$ cat src/fst_pkg.sv
package fst_pkg;

	localparam int TABLE_ENTRIES = 1024;
	localparam int IDX_W         = $clog2(TABLE_ENTRIES);
	localparam int CNT_W         = $clog2(TABLE_ENTRIES + 1);
	localparam int KEY_W         = 104;
	localparam int DIV_STEPS     = 4;
	localparam int STEP_W        = $clog2(DIV_STEPS);
	localparam int RAND_W        = 28;

	localparam logic [9:0] NS_PER_US = 10'd1000;
	localparam logic [6:0] RAND_MOD  = 7'd101;
	localparam logic [6:0] RATE_MAX  = 7'd100;

	// reciprocals: floor(x * RECIP >> SHIFT) is exact for 26-bit numerators
	// over 1000 and for 28-bit numerators over 101
	localparam logic [26:0] US_RECIP   = 27'd68719477;
	localparam int          US_SHIFT   = 36;
	localparam logic [28:0] RAND_RECIP = 29'd340195430;
	localparam int          RAND_SHIFT = 35;

	localparam logic [7:0] PROTO_TCP  = 8'd6;
	localparam logic [7:0] PROTO_UDP  = 8'd17;
	localparam logic [7:0] PROTO_ICMP = 8'd1;

	localparam logic CFG_SAMPLING = 1'b0;
	localparam logic CFG_RATE     = 1'b1;

	typedef enum logic [2:0] {
		OUT_NOT_RECORDED = 3'd0,
		OUT_SAMPLED      = 3'd1,
		OUT_OTHER_PROTO  = 3'd2,
		OUT_NEW          = 3'd3,
		OUT_UPDATED      = 3'd4,
		OUT_FULL         = 3'd5
	} outcome_t;

	typedef enum logic [2:0] {
		ST_IDLE,
		ST_DIVIDE,
		ST_DECIDE,
		ST_SCAN,
		ST_COMMIT
	} state_t;

	typedef struct packed {
		logic [31:0] src_ip;
		logic [31:0] dst_ip;
		logic [15:0] l4_src;
		logic [15:0] l4_dst;
		logic [7:0]  protocol;
		logic [15:0] frame_len;
		logic [63:0] timestamp_ns;
		logic [7:0]  cpu_number;
		logic        fwd_dir;
		logic [5:0]  tcp_flags;
		logic        is_ipv4;
		logic        l4_present;
	} desc_t;

	typedef struct packed {
		logic        verdict;
		outcome_t    outcome;
		logic [31:0] flow_packets;
		logic [63:0] flow_bytes;
		logic [63:0] flow_duration_us;
	} result_t;

	typedef struct packed {
		logic accept;
		logic div_run;
		logic scan_run;
		logic commit;
	} cmd_t;

	typedef struct packed {
		logic div_done;
		logic record;
		logic scan_hit;
		logic scan_miss;
	} status_t;

endpackage

$ cat src/fst_ctrl.sv
module fst_ctrl (
	input  logic             clk,
	input  logic             arst_n,
	input  logic             in_valid,
	output logic             in_ready,
	output logic             out_valid,
	input  logic             out_ready,
	input  fst_pkg::status_t status,
	output fst_pkg::cmd_t    cmd
);

	fst_pkg::state_t state_q, state_d;
	logic            out_valid_q;
	logic            out_free;

	assign out_free  = !out_valid_q || out_ready;
	assign out_valid = out_valid_q;

	always_comb begin
		state_d = state_q;
		case (state_q)
			fst_pkg::ST_IDLE: begin
				if (in_valid) state_d = fst_pkg::ST_DIVIDE;
			end
			fst_pkg::ST_DIVIDE: begin
				if (status.div_done) state_d = fst_pkg::ST_DECIDE;
			end
			fst_pkg::ST_DECIDE: begin
				state_d = status.record ? fst_pkg::ST_SCAN : fst_pkg::ST_COMMIT;
			end
			fst_pkg::ST_SCAN: begin
				if (status.scan_hit || status.scan_miss) state_d = fst_pkg::ST_COMMIT;
			end
			fst_pkg::ST_COMMIT: begin
				if (out_free) state_d = fst_pkg::ST_IDLE;
			end
			default: state_d = fst_pkg::ST_IDLE;
		endcase
	end

	always_comb begin
		in_ready     = (state_q == fst_pkg::ST_IDLE);
		cmd.accept   = (state_q == fst_pkg::ST_IDLE) && in_valid;
		cmd.div_run  = (state_q == fst_pkg::ST_DIVIDE);
		cmd.scan_run = (state_q == fst_pkg::ST_SCAN);
		cmd.commit   = (state_q == fst_pkg::ST_COMMIT) && out_free;
	end

	always_ff @(posedge clk or negedge arst_n) begin
		if (!arst_n) begin
			state_q     <= fst_pkg::ST_IDLE;
			out_valid_q <= 1'b0;
		end else begin
			state_q <= state_d;
			if (cmd.commit) out_valid_q <= 1'b1;
			else if (out_ready) out_valid_q <= 1'b0;
		end
	end

endmodule

$ cat config.mk
export PLATFORM = sky130hd
export DESIGN_NAME = fst_ctrl
export DESIGN_NICKNAME = d
export VERILOG_FILES = /design/src/fst_pkg.sv /design/src/fst_ctrl.sv
export SDC_FILE = /design/constraint.sdc
export NUM_CORES = 1
export LEC_CHECK = 0
export ABC_AREA = 1
export BUFFER_PORTS_ARGS = -buffer_cell sky130_fd_sc_hd__buf_4
export CAP_MARGIN = 20
export CORE_AREA = 2 2 39 41
export DETAILED_ROUTE_END_ITERATION = 7
export DIE_AREA = 0 0 41 43
export PLACE_DENSITY = 0.42
export SLEW_MARGIN = 0
export SYNTH_ARGS = -nofsm -noshare
export SYNTH_HDL_FRONTEND = slang
export SYNTH_SLANG_ARGS = --single-unit
$ cat constraint.sdc
create_clock -name clk -period 1.6 [get_ports clk]
set_clock_uncertainty 0.1 [all_clocks]
set_input_delay 0.32 -clock clk [delete_from_list [all_inputs] [get_ports clk]]
set_output_delay 0.32 -clock clk [all_outputs]
set_load 0.005 [all_outputs]
==> results of run 1 <==
-- state kept, by name (all words and copies together), names as in the netlist --
signal,flops
out_valid,1
state_q,3
-- worst max-delay path: stages, from the launching register on --
cell	delay [ns]
dfrtp_2	0.45
nor2_2	0.14
nand2_1	0.07
nor2_1	0.09
buf_4	0.11
-- metrics by stage --
| step | power, uW | cell area [um2] | util (%) | setup TNS [ns] | hold WS, ns |
|---|---|---|---|---|---|
| finish | 833 | 477 | 34.4 | 0 | 0.196 |
| global route | 921 | 477 | 34.4 | -0.00707 | 0.209 |
| CTS | 778 | 457 | 33.0 | 0 | 0.196 |
| detailed placement | 636 | 419 | 30.3 | 0 | 0.0184 |
| global placement | 644 | 419 | 30.3 | 0 | 0.0188 |
| floorplan | 470 | 302 | - | 0 | -0.0756 |
-- layer usage --
metal | share of wire, % | wire length, um | track usage [%]
met5 | 0 | 0 | 0
met1 | 44 | 288 | 10.4
met3 | 6.5 | 43 | 6.28
met4 | 0 | 0 | 4.00
met2 | 50 | 328 | 12.2
-- cells in the mapped netlist --
cell	count
clkinv_1	1
dfrtp_1	4
inv_1	8
inv_2	2
nand2_1	8
nand2_2	3
nand3_1	7
nand3_2	1
nor2_1	6
nor2_2	1
nor2_4	1
o21ai_0	2
o21ai_1	1
o21bai_2	1
-- how the worst max path moves through the flow --
stage / end / depth (start not counted) / slack (ns) / from
after global placement: cmd[3] / 4 / 0.22 / state_q[2]
after floorplan: cmd[3] / 3 / 0.36 / state_q[2]
after detailed placement: cmd[3] / 4 / 0.21 / state_q[2]
after CTS: cmd[3] / 4 / 0.006 / state_q[2]
final: cmd[0] / 4 / 0.1 / state_q[0]
after global routing: cmd[0] / 4 / -0.007 / state_q[0]
-- power breakdown --
| group | total [uW] | switching, uW | internal [uW] |
|---|---|---|---|
| logic | 483 | 231 | 252 |
| registers | 227 | 76.6 | 151 |
| clock network | 122 | 38.4 | 83.7 |
| total | 833 | 346 | 487 |
-- cells by family (layout without fill, tap and decap cells) --
logic type             count (synthesis)  count (layout)  synth area share (%)
buffers and inverters                 11              30                  13.7
AOI/OAI and AO/OA                      4               4                  8.71
DFF                                    4               4                  33.2
and+or+nand+nor                       27              27                  44.4
-- placed cells by master (no fill, tap or decap), drive strengths merged --
master	netlist	routed
nand2	11	11
clkbuf	0	3
clkinv	1	1
o21bai	1	1
dlygate4sd3	0	1
dfrtp	4	4
nand3	8	8
inv	10	10
o21ai	3	3
buf	0	15
nor2	8	8
-- layout make-up --
type | instances | area (um2) | share of cell area [%]
clock buffers | 3 | 22.5 | 4.72
inverters | 11 | 41.3 | 8.66
flip-flops and latches | 4 | 103 | 21.5
multi-input cells | 31 | 168 | 35.2
well taps | 16 | 20.0 | 4.20
repair buffers | 16 | 123 | 25.7
-- timing repair --
item | 4_1_cts | 5_1_grt
endpoints found under the setup margin | 1 | 3
buffers inserted | 0 | 2
hold buffers | 1 | 0
gates resized for setup | 1 | 3
hold endpoints to repair | 4 | 0
pin swaps | 0 | 1
==> summary.md, run 1 <==
| Metric | Value |
|---|---|
| Status | complete, no violations |
| Final setup fails | 0 |
| Share of cells above drive strength 1 | around 46% |
| Yosys cell types | 14 |
| WL/cell | slightly above 8 um |
| Final wirelength | 660 um |
| Avg Cell Area, Syn | around 6.6 um2 |
| HP Start | out_ready |
| Hold Path Stages | 2 |
| Vias | between 300 and 400 |
| Fillcell total | between 150 and 200 |
| Cts bufs inserted | 3 |
| CP Data Arrival Time | between 1 and 1.5 ns |
| Worst Hold Class | input port to register |
| Leak pwr | around 0.00027 uW |
| R2R Path Start | state_q[0] |
| Post-route ant nets | 0 |
| Area of the core | ~0.0014 mm2 |
| Fmax | about 0.67 GHz |
| CP Launch Type | register |
| Clock Tree Buf Depth | 2 |
| Max-Cap Viols | 0 |
| Initial antenna violation count | 0 |
| Power Density | 1750 mW/mm2 |
| Die H | 43 um |
| Largest net degree at the start of global routing | 7 |
| Drc violations | 0 |
| Reg2reg path depth | 7 |
| # rows | 14 |
| R2R Setup Slk | 0.36 ns |
| Worst-Margin Slew | 0.211 ns |
| FF+latch count, synth | 4 |
| Largest area contributor in the netlist | dfrtp_1 |
| Slew Viols, Final | 0 |
| Die W | between 40 and 50 um |
| Synthesized instance count | 46 |
| Vias/cell | 3.94 |
| Ant. Diodes | 0 |
| Worst setup margin | just under 0.1 ns |
| Syn Nets | 54 |
| All-Layer GR Usage | under 10% |
| Clock root cell | clkbuf_4 |
| Worst slew margin | a little under nine tenths |
| Detailed-router iteration count before antenna repair | 4 |
| Mapped Area | slightly above 300 um2 |
| Kind of critical path | register to primary output |
| Period minus WS final | between 1.5 and 2 ns |
| Total I/O pin count | 14 |
| Vias in the first global route | ~280 |
| Leading post-synthesis cells by cell area | dfrtp_1, nand3_1, inv_1 |
| Gr ovfl total | 0 |
| Hold Crit Endpoint | out_valid |
| Final Non-Filler Cells | between 80 and 90 |
| Tcrit/Tclk final | between 90 and 100% |
| 1st-iter DRT viols | 10 |
| Place WS | 0.212 ns |
| Routability cong. | about 0.72 |
| Reg clk slew, reported paths | 0.04 ns |
| Initial Utilization | 21.8% |
| Post-synthesis sequential area ratio | 33.2% |
| Port bufs | 13 |
| Final layout net count | 75 |
| H-tree levels | 1 |
| Total die area | 0.00176 mm2 |
| Post-detail-place hpwl | roughly 520 um |
| Maximum VDD drop | 0.522 mV |
| Clk Latency, worst-skew pair | about 0.23 ns |
| # clock sinks | 4 |
| Yosys top cell area share | between 30 and 40% |
| TritonCTS clock tree | built |
| CP Max Fanout | 6 |
| First-pass GRT wire length | roughly 1000 um |
| FF-to-FF End | state_q[0] |
| Area delta synth->final | 58.1% |
| Critical Path RT | between 1 and 1.5 ns |
| Final hold violations | 0 |
| Synth Warn # | 0 |
| Placed Cells | 75 |
| Crit path capture type | primary output |
Power figures use the tool's default switching activity.
==> inputs of run 2 (changes only) <==
--- a/config.mk
+++ b/config.mk
@@ -13,5 +13,5 @@
 export DIE_AREA = 0 0 41 43
 export PLACE_DENSITY = 0.42
-export SLEW_MARGIN = 0
+export SLEW_MARGIN = 20
 export SYNTH_ARGS = -nofsm -noshare
 export SYNTH_HDL_FRONTEND = slang
==> constraint.sdc (replaced) <==
create_clock -name clk -period 1.7 [get_ports clk]
set_clock_uncertainty 0.1 [all_clocks]
set_input_delay 0.17 -clock clk [delete_from_list [all_inputs] [get_ports clk]]
set_output_delay 0.17 -clock clk [all_outputs]
set_load 0.005 [all_outputs]
==> run 2 against run 1 <==
- global-route usage increased by 0.42 points
- critical path type unchanged
- clock-buffer cell count unchanged
- via count increased by 0.31%
- worst hold slack got worse by 0.15 ns
- highest routed layer is now met4
- setup slack improved by 0.11 ns
- largest cell class unchanged
==> summary.md, run 2 (synthesized netlist as in run 1, its figures left out) <==
| Metric | Value |
|---|---|
| Slowest-stage cell, CP | dfrtp_1 |
| # rows | 14 (unchanged) |
| Reg clk slew, reported paths | 0.04 ns (about the same) |
| Final hold violations | 0 (unchanged) |
| Total net switching power | 304 uW (-12%) |
| Place WS | 0.442 ns (+0.231 ns) |
| Worst slew margin | 83.8% (-2.1 points) |
| # clock sinks | 4 (unchanged) |
| R2R Setup Slk | 0.45 ns (+0.09 ns) |
| DR WL met2 | 316 um (-3.7%) |
| Pint | 406 uW (-17%) |
| WL/cell | 7.89 um (-3.2%) |
| Worst setup margin | 0.212 ns (+0.115 ns) |
| Net Sw Frac | 42.8% (+1.3 points) |
| Ordered list of cells on the worst path | nor2_2, nand2_1, nor2_1, buf_4 |
| Crit path capture type | primary output |
| 1st-iter DRT viols | 6 (-4) |
| Hold Path Stages | 2 (unchanged) |
| Area delta synth->final | 49.8% |
| Drc violations | 0 (unchanged) |
| Gr ovfl total | 0 (unchanged) |
| Vias in the first global route | 296 (+6.1%) |
| Largest net degree at the start of global routing | 7 (unchanged) |
| Port bufs | 13 (unchanged) |
| Total I/O pin count | 14 (unchanged) |
| Kind of critical path | register to primary output |
| Initial antenna violation count | 0 (unchanged) |
| Maximum VDD drop | 0.330 mV (-37%) |
| H-tree levels | 1 (unchanged) |
| Met1 WL | 252 um (-13%) |
| Final layout net count | 73 (-2.7%) |
| Final setup fails | 0 (unchanged) |
| Reg2reg path depth | 6 (-1) |
| Cts bufs inserted | 3 (unchanged) |
| FF-to-FF End | state_q[0] |
| CP Max Fanout | 6 (unchanged) |
| Vias | 320 (+0.31%) |
| Detailed-router iteration count before antenna repair | 4 (unchanged) |
| Die W | 41 um (unchanged) |
| Crit path capture | cmd[3] |
| Comb pwr share | 55.8% (-2.2 points) |
| Setup TNS | 0 ns (unchanged) |
| Die H | 43 um (unchanged) |
| Share of cells above drive strength 1 | 39.7% (-6.5 points) |
| Clk Latency, worst-skew pair | 0.24 ns (about the same) |
| TritonCTS clock tree | built |
| Slew Viols, Final | 0 (unchanged) |
| Tcrit/Tclk final | 87.5% |
| Met3 wire len | 30 um (-30%) |
| Post-detail-place hpwl | 525 um (+0.31%) |
| Most frequent cells in the layout | buf_4, nand2_1, inv_1 |
| Leak pwr | 0.000262 uW (-3.0%) |
| Seq pwr share | 27.6% (+0.3 points) |
| Fillcell total | 157 (-0.63%) |
| Status | complete, no violations |
| Post-route ant nets | 0 (unchanged) |
| CP peak stage delay | 0.45 ns (about the same) |
| Ant. Diodes | 0 (unchanged) |
| Final Cell Area | 452 um2 (-5.2%) |
| Placed Area | 419 um2 (unchanged) |
| DR top layer | met4 |
| Max-Cap Viols | 0 (unchanged) |
| Biggest register | state_q |
| Max reg flops | 3 (unchanged) |
| Clock power frac | 16.7% (+2.0 points) |
| CP Launch Type | register |
| End-of-flow core utilization | 32.6% (-1.8 points) |
| Commonest non-fill, non-tap cell in the layout | buf_4 |
| CP startpoint | state_q[2] |
| Clock root cell | clkbuf_4 |
| Fmax | approximately 0.67 GHz |
| Period minus WS final | 1.49 ns |
| Power Density | 1570 mW/mm2 (-10%) |
| Final wirelength | 623 um (-5.6%) |
| First-pass GRT wire length | 1120 um (+8.7%) |
| Post-CTS Setup Repair Bufs | 0 (unchanged) |
| Total die area | 0.00176 mm2 (unchanged) |
| Worst Hold Class | input port to register |
| Routability cong. | 0.733 (+2.2%) |
| All-Layer GR Usage | 9.39% (+0.42 points) |
| Area of the core | 0.00138 mm2 (unchanged) |
| RSZ-0062 raised after global routing | false |
| CP Data Arrival Time | 1.22 ns (+0.14 ns) |
| Clock Tree Buf Depth | 2 (unchanged) |
| Vias/cell | 4.05 (+2.9%) |
| Hold Slack | 0.0483 ns (-0.148 ns) |
| Worst-Margin Slew | 0.243 ns (+0.0314 ns) |
| R2R Path Start | state_q[2] |
| Initial Utilization | 21.8% (unchanged) |
| Critical Path RT | 1.43 ns (+0.25 ns) |
## run 2: routing by layer
metal  GRT usage, %  up-vias
li1               -      176
met1           11.1      135
met2           14.7        7
met3              0        2
met4           8.00        0
met5              0        -
## run 2: worst max-delay path: cells and delay by family (launching register included)
kind                   cells  cell delay [ns]
buffers and inverters      1             0.11
DFF                        1             0.45
and+or+nand+nor            3             0.41
## run 2: how the worst min path moves through the flow
stage	slack, ns	start	end
floorplan	-0.23	arst_n	out_valid
global placement	-0.13	arst_n	out_valid
detailed placement	-0.13	arst_n	out_valid
CTS	0.05	out_ready	out_valid
global route	0.10	out_ready	out_valid
finish	0.05	out_ready	out_valid
## run 2: layout make-up
type | instances | area, um2 | area share [%]
clock buffers | 3 | 22.5 | 4.99
well taps | 16 | 20.0 | 4.43
flip-flops and latches | 4 | 100 | 22.2
inverters | 11 | 41.3 | 9.14
repair buffers | 14 | 108 | 23.8
multi-input cells | 31 | 160 | 35.5
## run 2: repair_timing
item	CTS	global route
endpoints found under the hold margin	4	0
resized for setup	0	0
hold buffers	1	0
## run 2: power by group through the flow
stage                     Clock (uW)  Combinational, uW  Sequential (uW)
after global routing             125                454              206
final                            118                396              196
after floorplan                    0                252              190
after CTS                        124                403              197
after detailed placement           0                401              198
after global placement             0                408              201
## run 2: stage by stage
step	power (uW)	std cells
after floorplan	442	46
after global placement	609	75
after detailed placement	598	75
after CTS	724	79
after global routing	786	79
final	710	79
